<file path="src/rtl/core/assert_macros.svh">
// Assertion macros used by the RTL top level of the core.
`ifndef ASSERT_MACROS_SVH
`define ASSERT_MACROS_SVH

// The consequent holds in the same cycle as the antecedent.
`define ASSERT_IMP(lbl, ante, cons) \
	lbl: assert property (@(posedge clk) disable iff (!arst_n) (ante) |-> (cons)) \
		else $error("assertion failed");

// The consequent holds in the cycle after the antecedent.
`define ASSERT_NXT(lbl, ante, cons) \
	lbl: assert property (@(posedge clk) disable iff (!arst_n) (ante) |=> (cons)) \
		else $error("assertion failed");

`endif

</file>
<file path="src/rtl/core/tkrs_pkg.sv">
// Package with the types and constants of the top-k roulette selection table.
`default_nettype none
package tkrs_pkg;
	localparam int TBL_DEPTH = 32;
	localparam int ID_W    = 16;
	localparam int SCORE_W = 32;
	localparam int PICK_W  = 32;
	localparam int PCT_W   = 7;
	localparam int CAP_W   = 6;
	localparam int OCNT_W  = 6;

	localparam logic [CAP_W-1:0] CAP_RESET    = 6'd32;
	localparam logic [PCT_W-1:0] CHANCE_RESET = 7'd10;

	localparam logic [0:0] CFG_CAPACITY = 1'b0;
	localparam logic [0:0] CFG_CHANCE   = 1'b1;

	typedef enum logic [1:0] {
		FN_INSERT = 2'd0,
		FN_SELECT = 2'd1,
		FN_REMOVE = 2'd2,
		FN_QUERY  = 2'd3
	} func_t;

	typedef enum logic [4:0] {
		ST_IDLE,
		ST_PUT,
		ST_EV_RD,
		ST_EV_SET,
		ST_BUB_RD,
		ST_BUB_CMP,
		ST_LOW_RD,
		ST_LOW_SET,
		ST_SRCH_RD,
		ST_SRCH_CMP,
		ST_SHF_RD,
		ST_SHF_WR,
		ST_RLOW_RD,
		ST_RLOW_SET,
		ST_DIV,
		ST_DIV_END,
		ST_MOD,
		ST_MOD_END,
		ST_MUL,
		ST_MUL_END,
		ST_WALK_RD,
		ST_WALK_CMP
	} state_t;

	typedef struct packed {
		func_t               func;
		logic [ID_W-1:0]     entry_id;
		logic [SCORE_W-1:0]  score;
		logic [PCT_W-1:0]    rand_pct;
		logic [PICK_W-1:0]   rand_pick;
	} cmd_t;

	typedef struct packed {
		logic                accepted;
		logic                evicted_valid;
		logic [ID_W-1:0]     evicted_id;
		logic                chose_random;
		logic [ID_W-1:0]     chosen_id;
		logic                found;
		logic [OCNT_W-1:0]   entry_count;
	} result_t;
endpackage
`default_nettype wire

</file>
<file path="src/rtl/core/tkrs_alu.sv">
// Shared wide adder and subtractor with carry out.
`default_nettype none
module tkrs_alu #(
	parameter int W = 72
) (
	input  wire logic [W-1:0] a,
	input  wire logic [W-1:0] b,
	input  wire logic         sub,
	output logic      [W-1:0] sum,
	output logic              carry
);
	logic [W:0] full;

	assign full  = {1'b0, a} + {1'b0, b ^ {W{sub}}} + {{W{1'b0}}, sub};
	assign sum   = full[W-1:0];
	assign carry = full[W];
endmodule
`default_nettype wire

</file>
<file path="src/rtl/core/tkrs_store.sv">
// Entry memory holding the score and id of each table slot, registered read.
`default_nettype none
module tkrs_store
	import tkrs_pkg::*;
#(
	parameter int DEPTH  = 32,
	parameter int ADDR_W = 5
) (
	input  wire logic               clk,
	input  wire logic               we,
	input  wire logic [ADDR_W-1:0]  waddr,
	input  wire logic [SCORE_W-1:0] wsc,
	input  wire logic [ID_W-1:0]    wid,
	input  wire logic [ADDR_W-1:0]  raddr,
	output logic      [SCORE_W-1:0] rsc,
	output logic      [ID_W-1:0]    rid
);
	logic [SCORE_W-1:0] sc_mem [DEPTH];
	logic [ID_W-1:0]    id_mem [DEPTH];

	always_ff @(posedge clk) begin
		if (we) begin
			sc_mem[waddr] <= wsc;
			id_mem[waddr] <= wid;
		end
	end

	always_ff @(posedge clk) begin
		rsc <= sc_mem[raddr];
		rid <= id_mem[raddr];
	end
endmodule
`default_nettype wire

</file>
<file path="src/rtl/core/top_k_table_roulette_select.sv">
// Top level: sorted top-k table with roulette selection and its sequencer.
//
//  channel   direction  handshake          beat
//  command   in         start / busy       cmd (cmd_t)
//  result    out        done strobe        result (result_t)
//  config    in         cfg_we             cfg_index, cfg_data
//
// Insert, and remove, which searches, closes the gap and inserts again, keep
// busy high for a time bounded by the single read port of the entry memory. A
// roulette select runs the shared adder as a divider, a modulo and a multiplier
// as needed and then walks the table. Query and random select answer in the
// next cycle. Reset clears the state, count, sum, lowest score and done and
// loads the config defaults; the memory needs no clearing. Results cannot be
// stalled: done is high for one cycle with the beat.
`default_nettype none
`include "assert_macros.svh"
module top_k_table_roulette_select
	import tkrs_pkg::*;
(
	input  wire logic             clk,
	input  wire logic             arst_n,
	input  wire logic             start,
	output logic                  busy,
	input  wire cmd_t             cmd,
	output logic                  done,
	output result_t               result,
	input  wire logic             cfg_we,
	input  wire logic [0:0]       cfg_index,
	input  wire logic [PCT_W-1:0] cfg_data
);
	localparam int CNT_W  = $clog2(TBL_DEPTH + 1);
	localparam int ADDR_W = (TBL_DEPTH > 1) ? $clog2(TBL_DEPTH) : 1;
	localparam int SUM_W  = SCORE_W + CNT_W;
	localparam int NUM_W  = SUM_W + 2;
	localparam int AW     = NUM_W + SCORE_W;
	localparam int IT_W   = $clog2(AW + 1);

	state_t              state_q, state_d;
	logic [CNT_W-1:0]    count_q, pos_q, ecap, cntm1, posm1, posp1;
	logic [SUM_W-1:0]    sum_q;
	logic [SCORE_W-1:0]  low_q, mv_sc_q, rd_sc, wsc;
	logic [ID_W-1:0]     mv_id_q, id_q, rd_id, wid;
	logic [CAP_W-1:0]    cap_q;
	logic [PCT_W-1:0]    chance_q;
	logic [PICK_W-1:0]   pick_q;
	func_t               func_q;
	logic                done_q, fin, we, accept, room, beats, hit, shf_more, cont;
	logic                is_rand, q_acc, alu_sub, alu_c;
	logic [ADDR_W-1:0]   waddr, raddr;
	logic [AW-1:0]       rem_q, dq_q, den_q, alu_a, alu_b, alu_sum, trial_a;
	logic [SCORE_W-1:0]  mlt_q;
	logic [IT_W-1:0]     it_q;
	logic [NUM_W-1:0]    total;
	result_t             res_q;

	assign busy    = (state_q != ST_IDLE);
	assign accept  = start && !busy;
	assign done    = done_q;
	assign result  = res_q;

	always_comb begin
		if (cap_q == '0) begin
			ecap = CNT_W'(1);
		end else if (32'(cap_q) > 32'(TBL_DEPTH)) begin
			ecap = CNT_W'(TBL_DEPTH);
		end else begin
			ecap = CNT_W'(cap_q);
		end
	end

	assign cntm1    = count_q - 1'b1;
	assign posm1    = pos_q - 1'b1;
	assign posp1    = pos_q + 1'b1;
	assign room     = count_q < ecap;
	assign beats    = (count_q != '0) && (mv_sc_q > low_q);
	assign q_acc    = room || ((count_q != '0) && (cmd.score > low_q));
	assign is_rand  = (cmd.rand_pct <= chance_q) || (count_q == '0);
	assign hit      = (rd_id == id_q);
	assign shf_more = posp1 < count_q;
	assign cont     = shf_more && (alu_sum < den_q);
	assign total    = dq_q[NUM_W-1:0];
	assign trial_a  = {rem_q[AW-2:0], dq_q[AW-1]};

	always_comb begin
		case (state_q)
			ST_DIV, ST_MOD: begin
				alu_a   = trial_a;
				alu_b   = den_q;
				alu_sub = 1'b1;
			end
			ST_MUL: begin
				alu_a   = rem_q;
				alu_b   = mlt_q[0] ? dq_q : '0;
				alu_sub = 1'b0;
			end
			default: begin
				alu_a   = rem_q;
				alu_b   = AW'(rd_sc);
				alu_sub = 1'b0;
			end
		endcase
	end

	tkrs_alu #(.W(AW)) u_alu (
		.a     (alu_a),
		.b     (alu_b),
		.sub   (alu_sub),
		.sum   (alu_sum),
		.carry (alu_c)
	);

	tkrs_store #(.DEPTH(TBL_DEPTH), .ADDR_W(ADDR_W)) u_store (
		.clk   (clk),
		.we    (we),
		.waddr (waddr),
		.wsc   (wsc),
		.wid   (wid),
		.raddr (raddr),
		.rsc   (rd_sc),
		.rid   (rd_id)
	);

	always_comb begin
		state_d = state_q;
		case (state_q)
			ST_IDLE: begin
				if (accept) begin
					case (cmd.func)
						FN_INSERT: state_d = ST_PUT;
						FN_REMOVE: state_d = ST_SRCH_RD;
						FN_SELECT: begin
							if (is_rand) begin
								state_d = ST_IDLE;
							end else if (low_q == '0) begin
								state_d = ST_WALK_RD;
							end else begin
								state_d = ST_DIV;
							end
						end
						default: state_d = ST_IDLE;
					endcase
				end
			end
			ST_PUT: begin
				if (room) begin
					state_d = ST_BUB_RD;
				end else if (beats) begin
					state_d = ST_EV_RD;
				end else begin
					state_d = ST_IDLE;
				end
			end
			ST_EV_RD:   state_d = ST_EV_SET;
			ST_EV_SET:  state_d = ST_BUB_RD;
			ST_BUB_RD:  state_d = (pos_q == '0) ? ST_LOW_RD : ST_BUB_CMP;
			ST_BUB_CMP: state_d = (mv_sc_q > rd_sc) ? ST_BUB_RD : ST_LOW_RD;
			ST_LOW_RD:  state_d = ST_LOW_SET;
			ST_LOW_SET: state_d = ST_IDLE;
			ST_SRCH_RD: state_d = (pos_q == count_q) ? ST_IDLE : ST_SRCH_CMP;
			ST_SRCH_CMP: state_d = hit ? ST_SHF_RD : ST_SRCH_RD;
			ST_SHF_RD:  state_d = shf_more ? ST_SHF_WR : ST_RLOW_RD;
			ST_SHF_WR:  state_d = ST_SHF_RD;
			ST_RLOW_RD: state_d = ST_RLOW_SET;
			ST_RLOW_SET: state_d = ST_PUT;
			ST_DIV:     state_d = (it_q == IT_W'(NUM_W - 1)) ? ST_DIV_END : ST_DIV;
			ST_DIV_END: state_d = (total == '0) ? ST_WALK_RD : ST_MOD;
			ST_MOD:     state_d = (it_q == IT_W'(PICK_W - 1)) ? ST_MOD_END : ST_MOD;
			ST_MOD_END: state_d = ST_MUL;
			ST_MUL:     state_d = (it_q == IT_W'(SCORE_W - 1)) ? ST_MUL_END : ST_MUL;
			ST_MUL_END: state_d = ST_WALK_RD;
			ST_WALK_RD: state_d = ST_WALK_CMP;
			ST_WALK_CMP: state_d = cont ? ST_WALK_RD : ST_IDLE;
			default:    state_d = ST_IDLE;
		endcase
	end

	always_comb begin
		we    = 1'b0;
		waddr = pos_q[ADDR_W-1:0];
		wsc   = mv_sc_q;
		wid   = mv_id_q;
		raddr = pos_q[ADDR_W-1:0];
		fin   = 1'b0;
		case (state_q)
			ST_IDLE: begin
				if (accept && ((cmd.func == FN_QUERY) ||
						((cmd.func == FN_SELECT) && is_rand))) begin
					fin = 1'b1;
				end
			end
			ST_PUT: fin = !room && !beats;
			ST_EV_RD, ST_LOW_RD, ST_RLOW_RD: raddr = cntm1[ADDR_W-1:0];
			ST_BUB_RD: begin
				if (pos_q == '0) begin
					we = 1'b1;
				end else begin
					raddr = posm1[ADDR_W-1:0];
				end
			end
			ST_BUB_CMP: begin
				we = 1'b1;
				if (mv_sc_q > rd_sc) begin
					wsc = rd_sc;
					wid = rd_id;
				end
			end
			ST_LOW_SET: fin = 1'b1;
			ST_SRCH_RD: fin = (pos_q == count_q);
			ST_SHF_RD:  raddr = posp1[ADDR_W-1:0];
			ST_SHF_WR: begin
				we  = 1'b1;
				wsc = rd_sc;
				wid = rd_id;
			end
			ST_WALK_CMP: fin = !cont;
			default: ;
		endcase
	end

	always_ff @(posedge clk or negedge arst_n) begin
		if (!arst_n) begin
			state_q  <= ST_IDLE;
			count_q  <= '0;
			sum_q    <= '0;
			low_q    <= '0;
			cap_q    <= CAP_RESET;
			chance_q <= CHANCE_RESET;
			done_q   <= 1'b0;
		end else begin
			state_q <= state_d;
			done_q  <= fin;
			if (cfg_we) begin
				case (cfg_index)
					CFG_CAPACITY: cap_q <= cfg_data[CAP_W-1:0];
					CFG_CHANCE:   chance_q <= cfg_data;
					default: ;
				endcase
			end
			case (state_q)
				ST_PUT: begin
					if (room) begin
						count_q <= count_q + 1'b1;
						sum_q   <= sum_q + SUM_W'(mv_sc_q);
					end
				end
				ST_EV_SET:   sum_q <= sum_q - SUM_W'(low_q) + SUM_W'(mv_sc_q);
				ST_LOW_SET:  low_q <= rd_sc;
				ST_SRCH_CMP: begin
					if (hit) begin
						sum_q <= sum_q - SUM_W'(rd_sc);
					end
				end
				ST_SHF_RD: begin
					if (!shf_more) begin
						count_q <= count_q - 1'b1;
					end
				end
				ST_RLOW_SET: begin
					if (count_q != '0) begin
						low_q <= rd_sc;
					end
				end
				default: ;
			endcase
		end
	end

	always_ff @(posedge clk) begin
		case (state_q)
			ST_IDLE: begin
				if (accept) begin
					func_q  <= cmd.func;
					id_q    <= cmd.entry_id;
					mv_id_q <= cmd.entry_id;
					mv_sc_q <= cmd.score;
					pick_q  <= cmd.rand_pick;
					pos_q   <= '0;
					it_q    <= '0;
					rem_q   <= '0;
					res_q   <= '{accepted: (cmd.func == FN_QUERY) && q_acc,
						evicted_valid: 1'b0, evicted_id: '0,
						chose_random: (cmd.func == FN_SELECT) && is_rand,
						chosen_id: '0, found: 1'b0,
						entry_count: OCNT_W'(count_q)};
					if (cmd.func == FN_SELECT) begin
						if (low_q == '0) begin
							den_q <= '0;
						end else begin
							den_q <= AW'({low_q, 1'b0});
							dq_q  <= {NUM_W'({sum_q, 1'b0}) + NUM_W'(low_q),
								{SCORE_W{1'b0}}};
						end
					end
				end
			end
			ST_PUT: begin
				if (room) begin
					pos_q <= count_q;
					res_q.accepted <= (func_q == FN_INSERT);
				end else if (!beats) begin
					res_q.evicted_valid <= 1'b1;
					res_q.evicted_id    <= mv_id_q;
					res_q.entry_count   <= OCNT_W'(count_q);
				end
			end
			ST_EV_SET: begin
				res_q.evicted_valid <= 1'b1;
				res_q.evicted_id    <= rd_id;
				res_q.accepted      <= (func_q == FN_INSERT);
				pos_q <= cntm1;
			end
			ST_BUB_CMP: begin
				if (mv_sc_q > rd_sc) begin
					pos_q <= posm1;
				end
			end
			ST_LOW_SET: res_q.entry_count <= OCNT_W'(count_q);
			ST_SRCH_RD: begin
				if (pos_q == count_q) begin
					res_q.entry_count <= OCNT_W'(count_q);
				end
			end
			ST_SRCH_CMP: begin
				if (hit) begin
					res_q.found <= 1'b1;
					mv_sc_q <= rd_sc >> 1;
				end else begin
					pos_q <= posp1;
				end
			end
			ST_SHF_WR: pos_q <= posp1;
			ST_DIV, ST_MOD: begin
				rem_q <= alu_c ? alu_sum : trial_a;
				dq_q  <= {dq_q[AW-2:0], alu_c};
				it_q  <= it_q + 1'b1;
			end
			ST_DIV_END: begin
				rem_q <= '0;
				it_q  <= '0;
				if (total == '0) begin
					den_q <= '0;
				end else begin
					den_q <= AW'(total);
					dq_q  <= {pick_q, {(AW - PICK_W){1'b0}}};
				end
			end
			ST_MOD_END: begin
				dq_q  <= rem_q;
				mlt_q <= low_q;
				rem_q <= '0;
				it_q  <= '0;
			end
			ST_MUL: begin
				rem_q <= alu_sum;
				dq_q  <= {dq_q[AW-2:0], 1'b0};
				mlt_q <= mlt_q >> 1;
				it_q  <= it_q + 1'b1;
			end
			ST_MUL_END: begin
				den_q <= rem_q;
				rem_q <= '0;
			end
			ST_WALK_CMP: begin
				if (cont) begin
					rem_q <= alu_sum;
					pos_q <= posp1;
				end else begin
					res_q.chosen_id   <= rd_id;
					res_q.entry_count <= OCNT_W'(count_q);
				end
			end
			default: ;
		endcase
	end

	`ASSERT_IMP(a_count_bound, 1'b1, count_q <= CNT_W'(TBL_DEPTH))
	`ASSERT_IMP(a_empty_sum, (state_q == ST_IDLE) && (count_q == '0), sum_q == '0)
	`ASSERT_IMP(a_bubble_pos, state_q == ST_BUB_CMP, pos_q != '0)
	`ASSERT_NXT(a_fin_done, fin, done && !busy)
endmodule
`default_nettype wire
</file>
<file path="config.mk">
export PLATFORM = sky130hd
export DESIGN_NAME = top_k_table_roulette_select
export DESIGN_NICKNAME = d
export VERILOG_FILES = /design/src/rtl/core/tkrs_pkg.sv /design/src/rtl/core/tkrs_alu.sv /design/src/rtl/core/tkrs_store.sv /design/src/rtl/core/top_k_table_roulette_select.sv
export VERILOG_INCLUDE_DIRS = /design/src /design/src/rtl/core
export SDC_FILE = /design/constraint.sdc
export NUM_CORES = 2
export LEC_CHECK = 0
export BUFFER_PORTS_ARGS = -buffer_cell sky130_fd_sc_hd__buf_2
export CAP_MARGIN = 20
export CORE_MARGIN = 4
export CORE_UTILIZATION = 25
export DETAILED_ROUTE_END_ITERATION = 8
export SYNTH_ARGS = -nofsm -noshare
export SYNTH_HDL_FRONTEND = slang
export SYNTH_SLANG_ARGS = --single-unit
</file>
<file path="constraint.sdc">
create_clock -name clk -period 7.5 [get_ports clk]
set_input_delay 0.375 -clock clk [delete_from_list [all_inputs] [get_ports clk]]
set_output_delay 0.375 -clock clk [all_outputs]
set_load 0.02 [all_outputs]
</file>
Word-level counts from Yosys, hierarchy flattened
Memory sizes are Yosys's and may differ from the RTL's. A register that Yosys moved wholly into a read port is not among the register bits.
Index checks and enable logic that the tools add are counted.
{ "word_totals": {"ramBits": 1536, "elab_cells": 234, "inputBits": 101, "ff_bits": 480, "mem_count": 2, "output_inout_bits": 44} }
{ "classes": {"n_reduce_logical": 60, "n_bitwise": 2, "eq_ne": 43, "n_addsub": 12, "order_cmp": 8, "n_mux": 83} }
{ "mem_list": {"columns": ["name", "depth", "word_bits", "rd", "rd_ports_with_merged_regs", "write_ports", "line_no", "source"], "rows": [
  ["u_store.sc_mem", 32, 32, 1, 1, 1, "tkrs_store.sv:18", "logic [SCORE_W-1:0] sc_mem [DEPTH];"],
  ["u_store.id_mem", 32, 16, 1, 1, 1, "tkrs_store.sv:19", "logic [ID_W-1:0] id_mem [DEPTH];"]
]} }
{ "ops": {"columns": ["cell", "n"], "rows": [
  ["$mux 72", 11],
  ["$pmux 72 s5", 2],
  ["$pmux 32 s2", 4],
  ["$pmux 72 s3", 1],
  ["$pmux 72 s2", 1],
  ["$mux 32", 4],
  ["$pmux 38 s3", 1],
  ["$pmux 5 s21", 1],
  ["$gt 32x32->1", 3],
  ["$mux 6", 13],
  ["$add 38x32->38", 2],
  ["$mux 38", 2],
  ["$sub 38x32->38", 2],
  ["$add 72x72->73", 1],
  ["$add 73x1->73", 1],
  ["$lt 72x72->1", 1],
  ["$xor 72x72->72", 1],
  ["$pmux 16 s2", 2],
  ["$pmux 18 s3", 1],
  ["$mux 42", 1],
  ["$pmux 6 s7", 1],
  ["$add 39x32->40", 1],
  ["$eq 5x4->1 const B", 8],
  ["$logic_not 40->1", 1],
  ["53 further kinds", 142]
]} }

Longest topological paths before layout
{ "depth": {"word_depth": 10, "depth_mapped": 33, "mapped_depth_nobuf": 28} }

By module
A second synthesis with hierarchy kept.
{ "hier_totals": {"hier_cells": 7712, "area_unflattened_um2": 100836.7} }
{ "by_module_without_submodules": {"columns": ["mod", "cells_per_inst", "instances", "seq_area_each_um2", "area_per_inst_um2"], "rows": [
  ["tkrs_store", 3364, 1, 47085.2, 60727.0],
  ["top_k_table_roulette_select", 3613, 1, 13942.1, 35077.4],
  ["tkrs_alu", 735, 1, 0.0, 5032.3]
]} }

Worst setup path after synthesis
No wires, ideal clock.
{ "synth_path": {"path_type": "register to register", "startpoint": "register state_q[2]", "endpoint": "register rem_q[0] (enable)", "period_less_slack_ps": 8139, "path_slack_ps": -639, "path_stages_with_launch": 30, "setup_time_ps": 438, "required_ps": 7062, "arrival_time_ps": 7701, "path_buffers": 4, "cell_sequence": "dfrtp_1 > buf_2 > or3_1 > clkbuf_1 > o22ai_1 > clkbuf_1 > clkbuf_1 > nand2_1 > nand2_1 > ha_1 > a21o_1 > a21o_1 > a221oi_1 > o21ai_0 > nor2b_1 > a211oi_1 > a211o_1 > o21ai_0 > a31oi_1 > xnor2_1 > ha_1 > a21o_1 > a21o_1 > a21o_1 > a21o_1 > a21o_1 > a21oi_1 > o21ai_0 > o21ai_0 > and2_1"} }
{ "synth_between": {"elab_chain_cells": 10, "word_cells_on_any_way": 25, "classes_between": "add/sub (2); order compare (1); eq/ne (9); mux (3); bitwise (1); reduce/logical (9)"} }
{ "synth_lines": {"columns": ["item", "line_no", "source"], "rows": [
  ["start, declared", "top_k_table_roulette_select.sv:38", "state_t state_q, state_d;"],
  ["start signal, assigned", "top_k_table_roulette_select.sv:230", "state_q <= state_d;"],
  ["$eq 5x4->1 or $eq 5x5->1 (tied branches)", "top_k_table_roulette_select.sv:85, top_k_table_roulette_select.sv:269", null],
  ["$reduce_or 2->1", "top_k_table_roulette_select.sv:85, top_k_table_roulette_select.sv:269", null],
  ["$pmux 72 s2 or $mux 1 (tied branches)", "top_k_table_roulette_select.sv:85", "case (state_q)"],
  ["$xor 72x72->72", "tkrs_alu.sv:14", "assign full = {1'b0, a} + {1'b0, b ^ {W{sub}}} + {{W{1'b0}}, sub};"],
  ["$add 72x72->73", "tkrs_alu.sv:14", null],
  ["$add 73x1->73", "tkrs_alu.sv:14", null],
  ["$lt 72x72->1", "top_k_table_roulette_select.sv:80", "assign cont = shf_more && (alu_sum < den_q);"],
  ["$logic_and 1x1->1", "top_k_table_roulette_select.sv:80", null],
  ["$ne 2x2->1 (no source line)", null, null],
  ["$reduce_and 3->1 (no source line) (*)", null, null],
  ["end signal, assigned", "top_k_table_roulette_select.sv:333", "rem_q <= alu_c ? alu_sum : trial_a;"],
  ["end signal, assigned", "top_k_table_roulette_select.sv:354", "rem_q <= alu_sum;"],
  ["end signal, assigned", "top_k_table_roulette_select.sv:365", "rem_q <= alu_sum;"],
  ["end, declared", "top_k_table_roulette_select.sv:50", "logic [AW-1:0] rem_q, dq_q, den_q, alu_a, alu_b, alu_sum, trial_a;"]
]} }
Every way passes the cells marked *; elsewhere a longest branch is shown, timed or not.
A chain may end at the register's enable or synchronous reset.

Worst setup path after layout
{ "layout_path": {"startpoint": "register state_q[2]", "endpoint": "register rem_q[55] (enable)"} }
The elaborated chain is that of the path after synthesis.

==> impl_metrics.yaml <==
worst_setup_path:
  reg2reg_slack_ns: 0.24
  criticalPathCategory: "flip-flop to flip-flop"
  required_ns: 8.06
  cp-start-kind: "flip-flop"
  crit_path_max_incr_delay_ns: 0.48
  worst_ep_arrival_time_ns: 7.81
  r2r_cells: 31
  worstPathMaxFanout: 33
  cp_common_cell: "a21o_1"
  endpoint_kind: "flip-flop"
  cp_slowest_cell: "dfrtp_1"
synthesis:
  synth_area_leaders: "edfxtp_1 (58%), mux4_2 (8.7%), ha_1 (4.7%), nand2_1 (3.9%), dfrtp_1 (2.3%)"
  async_flop_share_pct: 4.60
  synth_common_cells: "edfxtp_1 (1921), nand2_1 (1035), o21ai_0 (412), mux4_2 (384), ha_1 (375)"
  yosys_warnings: 0
  synth.most_common_cell: "edfxtp_1"
  synth_top_area_share_pct: 58.2
  synth_nets: 7838
  synth_flop_cell: "edfxtp_1"
  syn_area_um2: 99100
  ys_seq_area_share_pct: 61.6
  ys_seq_elements: 2064
  ys_types: 98
  synth-edff-count: 1921
  synth_area_per_cell_um2: 13.5
  yosysTopAreaCell: "edfxtp_1"
  synthCells: 7327
cts:
  cts_tree: "built"
  htree_num_levels: 4
  cts_root_buf: "clkbuf_16"
  path_clk_slew_ns: 0.06
  cts_sinks: 2064
  numCtsBuffers: 222
  clk-insertion-delay-late_ns: 1.01
  clockBufferDepth: 4
  postCtsSetupRepairBufs: 0
floorplanning:
  num_rows: 230
  start_util_pct: 25.2
  chipHeight_um: 638
  die_width_um: 638
  core-area_um2: 394000
  ios: 145
  dieArea_um2: 407000
timing:
  post-route-min-period_ns: 7.26
  slew-limit-headroom_pct: 16.0
  hold_viol: 0
  finClkSkew_ns: 0.168
  worstMarginPinSlew_ns: 1.26
  setup_ws_ns: 0.243
  setup_viol: 0
  max_freq_mhz: 138
  drv_slew: 0
  period_share_pct: 96.8
cells_and_area:
  nets: 8237
  fillers: 39400
  fin_area_um2: 116000
  area_delta_synth_final_pct: 17.4
  drive_gt1_share_pct: 16.7
pwr:
  power_density_nw_per_um2: 467
  vdd_drop_max_mv: 0.414
  cellLeakagePower_nw: 41.4
global_route:
  antenna_found_initial: 27
  grt_max_degree: 132
  grt_overflow_total: 0
  met3_usage_pct: 2.24
  grtUsageMet1_pct: 19.7
  grt-busiest-layer: "met2"
  grtUsageMet2_pct: 24.8
  grt.total_usage_pct: 14.8
  first_global_vias: 65400
  grt_pass1_wl_um: 454000
min_path:
  hold_path_class: "primary input to flip-flop"
  hold_depth: 3
place:
  post-place-ws_ns: -0.294
  globalplace.congestion: 0.925
  portBuffers: 144
  postPlaceCellArea_um2: 108000
  dpl.hpwl_um: 204000
routing:
  vias_per_cell: 4.99
  totalWireLength_um: 312000
  postRouteAntennaNets: 0
  drc: 0
  wl_per_cell_um: 23.7
  drt_first_pass_iters: 6
  first_iter_violations: 6897
  vias: 65600
flow_run:
  drv_cap: 0
status:
  status: "finished, final reports clean"
## registers in the layout, indices dropped and copies added, names as in the netlist, 32 cells and up
| signal | flops |
|---|---|
| sum_q | 38 |
| low_q | 32 |
| u_store.sc_mem | 1024 |
| mv_sc_q | 32 |
| u_store.id_mem | 512 |
| mlt_q | 32 |
| den_q | 72 |
| pick_q | 32 |
| result | 42 |
| u_store.rsc | 32 |
| dq_q | 72 |
| rem_q | 72 |
## final cells by class
type / count / area, um^2 / share of cell area (%)
sequential: 2064 / 61000 / 52.4
multi-input combinational: 4549 / 36000 / 30.9
tap: 5220 / 6530 / 5.61
clock buffer: 277 / 5850 / 5.03
timing repair buffer: 541 / 4370 / 3.76
clock inverter: 135 / 1360 / 1.17
inverter: 348 / 1310 / 1.12
antenna: 6 / 15.0 / 0.0129
## path summary, 6_finish.rpt
check                             from     endpoint
min in group asynchronous       arst_n    sum_q[30]
setup reg to reg            state_q[2]    rem_q[55]
max in group asynchronous       arst_n   state_q[4]
hold reg to reg            chance_q[6]  chance_q[6]
hold / removal                 cmd[47]   mv_sc_q[8]
setup / recovery            state_q[2]    rem_q[55]
## worst max-delay path: cells and delay by family (launching register included)
family / cells / cell delay, ns
AOI/OAI and AO/OA: 18 / 3.13
adders and majority gates: 2 / 0.69
and+or+nand+nor: 4 / 1.23
buffers and inverters: 6 / 1.18
DFF: 1 / 0.48
xor gates and xnor gates: 1 / 0.20
## kinds of logic (layout without fill, tap and decap cells)
family | count (synthesis) | in the layout | synth area share, %
DFF | 2064 | 2064 | 61.6
muxes | 457 | 457 | 9.50
and+or+nand+nor | 2000 | 2000 | 9.05
buffers and inverters | 714 | 1301 | 2.88
adders and majority gates | 410 | 410 | 5.44
other | 0 | 6 | 0
xor gates and xnor gates | 226 | 226 | 2.00
AOI/OAI and AO/OA | 1456 | 1456 | 9.58
## where the power goes
group          internal (mW)  total, mW  switching [mW]
Combinational           10.6       27.3            16.7
Sequential              14.7       16.1            1.37
Clock                   6.24       11.0            4.74
## placed cells by master, fill, tap and decap left out, drive strengths merged, types with 37 or more instances in the layout
cell type,n
edfxtp,1921
nand2,1035
o21ai,470
buf,441
mux4,384
ha,375
inv,352
nand3,305
a21oi,283
clkbuf,277
nor2,256
a21o,164
xnor2,144
a22o,118
dlygate4sd3,100
clkinv,97
dfrtp,92
xor2,82
nand4,79
a22oi,75
and2,67
nor3,52
o21a,50
dfxtp,48
mux2i,44
and3,38
a31oi,37
## routing by layer
layer  wire length, um  vias to the layer above
met5                27                        -
met4             11100                        4
met3             22400                      492
met2            149000                     2726
met1            129000                    33600
li1                  -                    28800
## through the flow
step	hold slack [ns]	power [mW]	instances	util [%]	TNS, ns
2_1_floorplan	0.0794	34.0	7327	-	0
3_3_place_gp	0.452	43.0	12600	27.4	-1.16
3_5_place_dp	0.455	43.3	12600	27.5	-1.76
4_1_cts	0.0226	54.4	13100	29.5	0
5_1_grt	0.0521	57.6	13100	29.6	-0.752
6_report	0.104	54.4	13100	29.6	0
## what timing repair did
action                                  CTS  global route
hold buffers                            100             0
resized for setup                         4            18
gates cloned                              0             0
hold endpoints to repair                135             0
endpoints found under the setup margin   26           103
pin swaps                                 0             1
(Power assumes the default switching activity.)
